## src/hw/rtl/sgr_pkg.sv

```systemverilog
// Shared types, character codes and color helpers for the SGR color filter.
`timescale 1ns / 1ps

package sgr_pkg;

  typedef enum logic [1:0] {
    MODE_NORMAL  = 2'd0,
    MODE_ESC     = 2'd1,
    MODE_PARAMS  = 2'd2,
    MODE_LITERAL = 2'd3
  } mode_t;

  typedef struct packed {
    logic [3:0] fg;
    logic [3:0] bg;
  } colors_t;

  localparam logic [7:0] CH_NUL      = 8'h00;
  localparam logic [7:0] CH_ESC      = 8'h1B;
  localparam logic [7:0] CH_LBRACKET = 8'h5B;
  localparam logic [7:0] CH_M        = 8'h6D;
  localparam logic [7:0] CH_SEMI     = 8'h3B;
  localparam logic [7:0] CH_ZERO     = 8'h30;
  localparam logic [7:0] CH_NINE     = 8'h39;

  localparam logic [7:0] FG_LO     = 8'd30;
  localparam logic [7:0] FG_HI     = 8'd37;
  localparam logic [7:0] FG_BR_LO  = 8'd90;
  localparam logic [7:0] FG_BR_HI  = 8'd97;
  localparam logic [7:0] BG_LO     = 8'd40;
  localparam logic [7:0] BG_HI     = 8'd47;
  localparam logic [7:0] BG_BR_LO  = 8'd100;
  localparam logic [7:0] BG_BR_HI  = 8'd107;
  localparam logic [7:0] PARAM_MAX = 8'd255;

  localparam logic [3:0] RESET_FG = 4'd7;
  localparam logic [3:0] RESET_BG = 4'd0;

  function automatic colors_t apply_code(input logic [7:0] code, input colors_t cur);
    colors_t    res;
    logic [7:0] diff;
    begin
      res  = cur;
      diff = 8'd0;
      if (code >= FG_LO && code <= FG_HI) begin
        diff   = code - FG_LO;
        res.fg = diff[3:0];
      end else if (code >= FG_BR_LO && code <= FG_BR_HI) begin
        diff   = code - FG_BR_LO;
        res.fg = {1'b1, diff[2:0]};
      end else if (code >= BG_LO && code <= BG_HI) begin
        diff   = code - BG_LO;
        res.bg = diff[3:0];
      end else if (code >= BG_BR_LO && code <= BG_BR_HI) begin
        diff   = code - BG_BR_LO;
        res.bg = {1'b1, diff[2:0]};
      end
      return res;
    end
  endfunction

endpackage

```

## src/hw/rtl/ansi_sgr_color_filter_core.sv

```systemverilog
// Top level of the SGR color filter: escape parser, color state and output register.
//
//   channel | direction | handshake              | payload
//   --------+-----------+------------------------+------------------------------
//   byte    | in        | byte_valid, byte_stall | byte_in[7:0]
//   char    | out       | char_valid, char_stall | char_out[7:0], fg_color[3:0],
//           |           |                        | bg_color[3:0]
//
// One byte per cycle sustained while the output is not stalled; a printed byte
// passes from the input register through the parser into the result register.
// NUL, an ESC in normal mode, sequence bytes and a dropped 'm' give no output item.
// Synchronous reset empties both registers, returns to normal mode and sets
// colors to light grey on black.
// A stalled output item holds; byte_stall rises only while the input register
// is full and the result register cannot take a new item.
`timescale 1ns / 1ps

module ansi_sgr_color_filter_core (
  input  logic       clk,
  input  logic       rst,
  input  logic       byte_valid,
  output logic       byte_stall,
  input  logic [7:0] byte_in,
  output logic       char_valid,
  input  logic       char_stall,
  output logic [7:0] char_out,
  output logic [3:0] fg_color,
  output logic [3:0] bg_color
);

  import sgr_pkg::*;

  logic       s1_valid;
  logic [7:0] s1_byte;

  mode_t      mode, mode_next;
  colors_t    current, current_next;
  colors_t    pending, pending_next;
  logic [7:0] param_value, param_value_next;
  logic       param_has_digit, param_has_digit_next;

  logic       out_free;
  logic       fire;
  logic       emit;
  logic       is_digit;
  logic [11:0] param_sum;
  colors_t    applied;

  assign out_free   = !char_valid || !char_stall;
  assign fire       = s1_valid && out_free;
  assign byte_stall = s1_valid && !out_free;

  assign is_digit  = (s1_byte >= CH_ZERO) && (s1_byte <= CH_NINE);
  assign param_sum = {1'b0, param_value, 3'b000} + {3'b000, param_value, 1'b0}
                   + {8'd0, s1_byte[3:0]};
  assign applied   = apply_code(param_value, pending);

  // input register
  always_ff @(posedge clk) begin
    if (rst) begin
      s1_valid <= 1'b0;
    end else if (!byte_stall) begin
      s1_valid <= byte_valid;
    end
    if (!byte_stall) begin
      s1_byte <= byte_in;
    end
  end

  // parser state
  always_ff @(posedge clk) begin
    if (rst) begin
      mode            <= MODE_NORMAL;
      current         <= '{fg: RESET_FG, bg: RESET_BG};
      pending         <= '0;
      param_value     <= 8'd0;
      param_has_digit <= 1'b0;
    end else if (fire) begin
      mode            <= mode_next;
      current         <= current_next;
      pending         <= pending_next;
      param_value     <= param_value_next;
      param_has_digit <= param_has_digit_next;
    end
  end

  always_comb begin
    mode_next            = mode;
    current_next         = current;
    pending_next         = pending;
    param_value_next     = param_value;
    param_has_digit_next = param_has_digit;
    emit                 = 1'b0;
    if (s1_byte == CH_NUL) begin
      mode_next = MODE_NORMAL;
    end else begin
      unique case (mode)
        MODE_NORMAL: begin
          if (s1_byte == CH_ESC) begin
            mode_next = MODE_ESC;
          end else begin
            emit = 1'b1;
          end
        end
        MODE_ESC: begin
          if (s1_byte == CH_LBRACKET) begin
            mode_next            = MODE_PARAMS;
            pending_next         = current;
            param_value_next     = 8'd0;
            param_has_digit_next = 1'b0;
          end else begin
            mode_next = MODE_NORMAL;
            emit      = 1'b1;
          end
        end
        MODE_PARAMS: begin
          if (is_digit) begin
            param_value_next     = (param_sum > {4'd0, PARAM_MAX}) ? PARAM_MAX
                                                                   : param_sum[7:0];
            param_has_digit_next = 1'b1;
          end else if (s1_byte == CH_SEMI) begin
            pending_next         = applied;
            param_value_next     = 8'd0;
            param_has_digit_next = 1'b0;
          end else if (s1_byte == CH_M) begin
            if (param_has_digit) begin
              pending_next = applied;
              current_next = applied;
              mode_next    = MODE_NORMAL;
            end else begin
              mode_next = MODE_LITERAL;
            end
          end
        end
        MODE_LITERAL: begin
          mode_next = MODE_NORMAL;
          emit      = 1'b1;
        end
        default: begin
          mode_next = MODE_NORMAL;
        end
      endcase
    end
  end

  // result register
  always_ff @(posedge clk) begin
    if (rst) begin
      char_valid <= 1'b0;
    end else if (out_free) begin
      char_valid <= fire && emit;
    end
    if (fire && emit) begin
      char_out <= s1_byte;
      fg_color <= current.fg;
      bg_color <= current.bg;
    end
  end

endmodule

```

## config.mk

```make
export PLATFORM = sky130hd
export DESIGN_NAME = ansi_sgr_color_filter_core
export DESIGN_NICKNAME = d
export VERILOG_FILES = /design/src/hw/rtl/sgr_pkg.sv /design/src/hw/rtl/ansi_sgr_color_filter_core.sv
export SDC_FILE = /design/constraint.sdc
export NUM_CORES = 1
export LEC_CHECK = 0
export ABC_CLOCK_PERIOD_IN_PS = 2480
export BUFFER_PORTS_ARGS = -buffer_cell sky130_fd_sc_hd__clkbuf_2
export CAP_MARGIN = 20
export CORE_ASPECT_RATIO = 1.5
export CORE_UTILIZATION = 25
export DETAILED_ROUTE_END_ITERATION = 6
export HOLD_SLACK_MARGIN = 0.08
export SETUP_SLACK_MARGIN = 0.02
export SYNTH_ARGS = -nofsm -noshare
export SYNTH_HDL_FRONTEND = slang
export SYNTH_SLANG_ARGS = --single-unit
export TNS_END_PERCENT = 50
```

## constraint.sdc

```tcl
create_clock -name clk -period 2.48 [get_ports clk]
set_clock_uncertainty 0.15 [all_clocks]
set_input_delay 0.372 -clock clk [delete_from_list [all_inputs] [get_ports clk]]
set_output_delay 0.372 -clock clk [all_outputs]
set_load 0.02 [all_outputs]
```

==> results.cfg, run 1 <==
[run_status]
status = completed

[placement]
port_buffers = 29
dpl_cell_area_mm2 = 0.00325
hpwl_um = 4830
post-place-ws_ps = -142
routabilityCongestion = 0.829

[die]
initial_core_util_pct = 25.6
ioPinCount = 30
die_y_um = 132
fp.dieW_um = 89.0
coreArea_mm2 = 0.0111
die_area_mm2 = 0.0118
row_count = 47

[yosys]
synth_top_flop_cell = dfxtp_1
synth_area_mm2 = 0.00284
ys_types = 61
yosysWarningCount = 0
syn_avg_cell_area_um2 = 10.2
synth_edf_count = 24
synth_nets = 310
synth_seq_cells = 53
synthArstFlopShare_pct = 0
ys_seq_area_share_pct = 45.9
syn_inst = 278

[worst_setup_path]
reg2reg_to = param_value[7]$_SDFFE_PP0P_
slowest_stage = fa_1
r2r_slack_ps = 1
path_max_fanout = 3
path_buf_inv = 1
r2r_cells = 9
worstPathRequired_ps = 2520
cp_top_family = adder cells
critPathMaxStageDelay_ps = 500
crit_type = reg2reg
cpMostUsedCell = a21o_1
cp-end-kind = flip-flop
worstSetupPathDepth = 9
start_kind = flip-flop
arrival_ps = 2520
r2r_start = s1_byte[3]$_DFFE_PN_
path_cells = fa_1 -> fa_2 -> a21o_1 -> a21oi_2 -> buf_4 -> nand4_1 -> o21ai_1 -> a31oi_1 -> a21o_1

[grt]
grt_start_max_net_pins = 22
grt_pass1_wl_um = 10500
grt_pass1_vias = 2281
gr-total-overflow = 0
antenna_found_initial = 0
grtUsageTotal_pct = 11.4

[clock_network]
clock-root-buffer = clkbuf_16
clkLatencyLatePin_ps = 290
cts_buffer_depth = 2
cts_buffers = 5
clk_pin_slew_ps = 70
cts_hold_buffers = 0
cts-htree-levels = 2
cts_tree = yes
cts_sinks = 53

[worst_hold_path]
hold_class = in2reg
hold_path.startpoint = byte_in[4]
holdPathStages = 1
worstHoldEndpoint = s1_byte[4]$_DFFE_PN_

[drt]
drc = 0
wire_per_inst_um = 13.5
firstDrtPassIters = 4
ant_nets = 0
viasPerCell = 4.78
drt_iter0_drc = 89
routed_wl_um = 6360
vias = 2248

[final_layout]
antenna_cells = 0
fillerInstances = 1179
utilization_pct = 31.3
drive_gt1_share_pct = 22.9
fin_area_mm2 = 0.00346
syn_to_final_growth_pct = 22.0
nets = 354

[sta]
slew_violations = 0
final_critical_path_setup_slack_ps = 1.32
finalHoldViolations = 0
fin_crit_ps = 2480
finalCritPeriodShare_pct = 99.9
relSlewSlack_pct = 64.6
rsz0062_at_grt = true
hold_ws_ps = 99.0
clock.fmax_mhz = 403
fin_setup_tns_ps = 0
finalSetupViolCount = 0
tightest_slew_ps = 530

[run]
drv_cap = 0

[power_and_ir_drop]
p_leak_nw = 1.35
powerDensity_mw_per_mm2 = 501
vdd_ir_drop_max_mv = 0.226
==> metal layers <==
layer  track usage, %  up-vias  share of wire, %  wire length (um)
met5                0        -                 0                 0
met3             1.50       11               1.7               108
li1                 -     1124                 -                 -
met1             11.6     1084                39              2510
met4             6.17        0               2.5               162
met2             21.4       29                56              3570
==> flip-flops by register name, indices dropped and copies added, names as in the netlist <==
register         count
char_out             8
current              8
param_value          8
pending              8
s1_byte              8
bg_color             4
fg_color             4
mode                 2
char_valid           1
param_has_digit      1
s1_valid             1
==> per-stage QoR <==
step / instances / total power [mW]
after floorplan: 278 / 1.01
after global placement: 460 / 1.06
after detailed placement: 460 / 1.06
after CTS: 469 / 1.74
after global routing: 470 / 1.79
final: 470 / 1.73
==> worst reg2reg max path: stages, from the launching register on <==
cell and delay, ps:
edfxtp_1 420, fa_1 500, fa_2 360, a21o_1 180
a21oi_2 190, buf_4 150, nand4_1 80, o21ai_1 90
a31oi_1 100, a21o_1 170
==> cell type report <==
type | count | area (um^2) | share of cell area [%]
clock inverters | 2 | 15.0 | 0.434
flip-flops and latches | 53 | 1300 | 37.7
multi-input cells | 206 | 1500 | 43.5
inverters | 7 | 26.3 | 0.760
repair buffers | 49 | 299 | 8.65
clock buffers | 6 | 129 | 3.73
well taps | 147 | 184 | 5.32
==> worst max-delay path by stage <==
stage / endpoint / slack (ps) / startpoint
after floorplan: param_value[4]$_SDFFE_PP0P_ / 20 / s1_byte[3]$_DFFE_PN_
after global placement: param_value[5]$_SDFFE_PP0P_ / -40 / s1_byte[2]$_DFFE_PN_
after detailed placement: param_value[4]$_SDFFE_PP0P_ / -140 / s1_byte[2]$_DFFE_PN_
after CTS: param_value[7]$_SDFFE_PP0P_ / -20 / s1_byte[3]$_DFFE_PN_
after global routing: param_value[7]$_SDFFE_PP0P_ / -100 / s1_byte[3]$_DFFE_PN_
final: param_value[7]$_SDFFE_PP0P_ / 1 / s1_byte[3]$_DFFE_PN_
==> cell usage after synthesis (3+ instances only) <==
| cell type | n | area share, % |
|---|---|---|
| a21o_1 | 5 | 1.3 |
| ha_1 | 18 | 7.9 |
| nor2b_1 | 4 | 0.88 |
| a22oi_1 | 3 | 0.79 |
| a21oi_1 | 14 | 2.5 |
| inv_1 | 7 | 0.93 |
| edfxtp_1 | 24 | 25 |
| nand3b_1 | 3 | 0.79 |
| a311oi_1 | 5 | 1.5 |
| o21ai_0 | 15 | 2.6 |
| or3_1 | 4 | 0.88 |
| nand2b_1 | 5 | 1.1 |
| nor4_1 | 6 | 1.3 |
| mux2i_1 | 8 | 2.8 |
| buf_2 | 5 | 0.88 |
| nand2_1 | 17 | 2.3 |
| clkbuf_1 | 5 | 0.66 |
| nor2_1 | 36 | 4.8 |
| dfxtp_1 | 29 | 20 |
| nor3_1 | 3 | 0.53 |
| o31ai_1 | 3 | 0.79 |
| o21a_1 | 3 | 0.79 |
| a211oi_1 | 3 | 0.79 |
| o2bb2ai_1 | 7 | 2.2 |
| a31oi_1 | 4 | 0.88 |
==> cells by family after synthesis <==
group	share of synthesized area, %
and+or+nand+nor	18.0
AOI/OAI and AO/OA	19.4
DFF	45.9
adders and majority gates	9.36
buffers and inverters	3.13
muxes	3.22
xor gates and xnor gates	0.927
==> cell usage in the layout (no fill, tap or decap), types with 3 or more instances in the layout <==
master / n
nand3b_1: 3
edfxtp_1: 24
a21o_1: 5
mux2i_1: 8
or3_1: 4
ha_1: 16
nor2_1: 36
o2bb2ai_1: 7
buf_4: 19
a311oi_1: 5
nand2_1: 17
nand2b_1: 5
o21ai_0: 14
inv_1: 7
a21oi_1: 12
o31ai_1: 3
dfxtp_1: 28
clkbuf_2: 29
nor3_1: 3
nor2b_1: 4
a31oi_1: 4
nor4_1: 5
o21a_1: 3
clkbuf_16: 5
a22oi_1: 3
==> power breakdown <==
part / total (mW) / internal, mW / switching (mW)
Combinational: 0.0937 / 0.0340 / 0.0597
Sequential: 0.946 / 0.933 / 0.0123
Clock: 0.693 / 0.375 / 0.318
Total: 1.73 / 1.34 / 0.390
==> repair_timing <==
| item | CTS | global route |
|---|---|---|
| pin swaps | 8 | 4 |
| buffers inserted | 1 | 1 |
| endpoints found under the setup margin | 8 | 13 |
| endpoints found under the hold margin | 0 | 0 |
| gates cloned | 0 | 0 |
| resized for setup | 6 | 2 |
Power figures use the tool's default switching activity.
==> run 2: changes to the inputs <==
CORE_MARGIN = 8   (was unset)
GPL_ROUTABILITY_DRIVEN = 1   (was unset)
SKIP_LAST_GASP = 1   (was unset)
==> run 2 against run 1 <==
Net effect: via count barely moved; utilization rose by 0.26 points; first-iteration DRC count rose by 5.6%; critical endpoint is now param_value[2]$_SDFFE_PP0P_; critical path depth did not move; worst setup slack improved by 28 ps; highest routed layer unchanged; sequential share of layout area fell by 0.31 points; routed wire length rose by 6.1%; cell count rose by 0.64%; clock power fell by 3.6%; largest cell class unchanged; sequential cell count did not move; register-to-register slack improved by 30 ps; sequential power barely moved; largest power group unchanged.
==> results.cfg, run 2 (synthesis results as in run 1) <==
[worst_setup_path]
worstPathRequired_ps = 2550
r2r_start = s1_byte[3]$_DFFE_PN_
worstSetupPathDepth = 9
arrival_ps = 2520
cp_top_family = compound AO/OA/AOI/OAI gates
cp-startpoint = s1_byte[3]$_DFFE_PN_
start_kind = flip-flop
r2r_cells = 9
path_max_fanout = 7
cp-end-kind = flip-flop
crit_end = param_value[2]$_SDFFE_PP0P_
reg2reg_to = param_value[2]$_SDFFE_PP0P_
critPathMaxStageDelay_ps = 560
slowest_stage = fa_1
r2r_slack_ps = 30
path_cells = fa_1 -> fa_2 -> a21o_1 -> a21oi_2 -> buf_4 -> a211o_1 -> o21ai_4 -> nor2_1 -> o2bb2ai_1
path_buf_inv = 1
crit_type = reg2reg

[clock_network]
clock-root-buffer = clkbuf_16
cts_sinks = 53
cts_buffers = 5
cts_tree = yes
cts_buffer_depth = 2
cts-htree-levels = 2
clkLatencyLatePin_ps = 290
clk_pin_slew_ps = 60

[drt]
routed_wl_um = 6740
viasPerCell = 4.76
vias = 2250
drc = 0
ant_nets = 0
drt_iter0_drc = 94
firstDrtPassIters = 4
wire_per_inst_um = 14.3

[sta]
fin_setup_tns_ps = 0
tightest_slew_ps = 556
clock.fmax_mhz = 408
finalSetupViolCount = 0
relSlewSlack_pct = 62.8
finalHoldViolations = 0
slew_violations = 0
finalCritPeriodShare_pct = 98.8
rsz0062_at_grt = true
fin_crit_ps = 2450

[placement]
port_buffers = 29
routabilityCongestion = 0.809
hpwl_um = 5000

[die]
coreArea_mm2 = 0.0111
fp.dieW_um = 103
ioPinCount = 30
initial_core_util_pct = 25.6
die_y_um = 146
die_area_mm2 = 0.0151
row_count = 47

[final_layout]
antenna_cells = 0
fillerInstances = 1168
syn_to_final_growth_pct = 23.0
drive_gt1_share_pct = 23.9
final_common_cell = nor2_1
utilization_pct = 31.5
layout_common_cells = 33 x nor2_1, 29 x clkbuf_2, 28 x dfxtp_1, 24 x edfxtp_1, 23 x buf_4
nets = 357

[worst_hold_path]
hold_class = in2reg

[power_and_ir_drop]
vdd_ir_drop_max_mv = 0.252
p_total_mw = 1.71
powerDensity_mw_per_mm2 = 491
p_leak_nw = 1.37

[grt]
grtUsageTotal_pct = 9.40
grt_pass1_vias = 2270
grt_start_max_net_pins = 22
gr-total-overflow = 0
antenna_found_initial = 0
grt_pass1_wl_um = 11200

[run]
drv_cap = 0

[run_status]
status = completed
==> run 2: cell count changes in the layout (fill, tap and decap cells not counted), sizes merged <==
cell | previous run | this run
clkbuf | 35 | 34
buf | 20 | 23
clkinv | 0 | 3
clkinvlp | 2 | 0
==> run 2: layout make-up <==
cell class / count / area [um^2] / share of cell area, %
repair buffers: 52 / 318 / 9.11
clock inverters: 3 / 12.5 / 0.359
well taps: 147 / 184 / 5.27
multi-input cells: 206 / 1520 / 43.6
clock buffers: 5 / 125 / 3.59
flip-flops and latches: 53 / 1300 / 37.4
inverters: 7 / 26.3 / 0.753
==> run 2: how the worst min path moves through the flow <==
stage                                       start                    end  cells after the start
final                                  byte_in[4]   s1_byte[4]$_DFFE_PN_                      1
after global routing                   byte_in[7]   s1_byte[7]$_DFFE_PN_                      1
after CTS                              byte_in[4]   s1_byte[4]$_DFFE_PN_                      1
after detailed placement  current[7]$_SDFFE_PP0P_  fg_color[3]$_DFFE_PP_                      0
after global placement    current[7]$_SDFFE_PP0P_  fg_color[3]$_DFFE_PP_                      0
after floorplan           current[2]$_SDFFE_PP0P_  bg_color[2]$_DFFE_PP_                      0
==> run 2: what timing repair did <==
item,in CTS,in global routing
setup buffers,2,3
resized for setup,3,7
hold buffers,0,0
setup endpoints to repair,7,14
pin swaps,2,7
==> run 2: where the power goes <==
part | switching (mW) | total (mW) | internal, mW | leakage (nW)
registers | 0.0130 | 0.947 | 0.934 | 0.456
clock network | 0.303 | 0.668 | 0.366 | 0.0687
logic | 0.0603 | 0.0956 | 0.0353 | 0.849
==> run 2: per-layer routing <==
layer  vias to the layer above  wire length, um  GRT usage [%]
met5                         -                0              0
met4                         0              191           5.02
met3                        11              144           1.19
met2                        23             3810           17.9
met1                      1083             2590           9.32
li1                       1133                -              -
==> run 2: through the flow <==
step / instances / hold WS [ps] / area [um^2] / setup slack (ps)
after floorplan: 278 / 280 / 2850 / 20.1
after global placement: 460 / 291 / 3250 / -86.3
after detailed placement: 460 / 295 / 3250 / -132
after CTS: 470 / 96.4 / 3420 / -7.02
after global routing: 473 / 95.7 / 3490 / -99.4
final: 473 / 106 / 3490 / 29.7
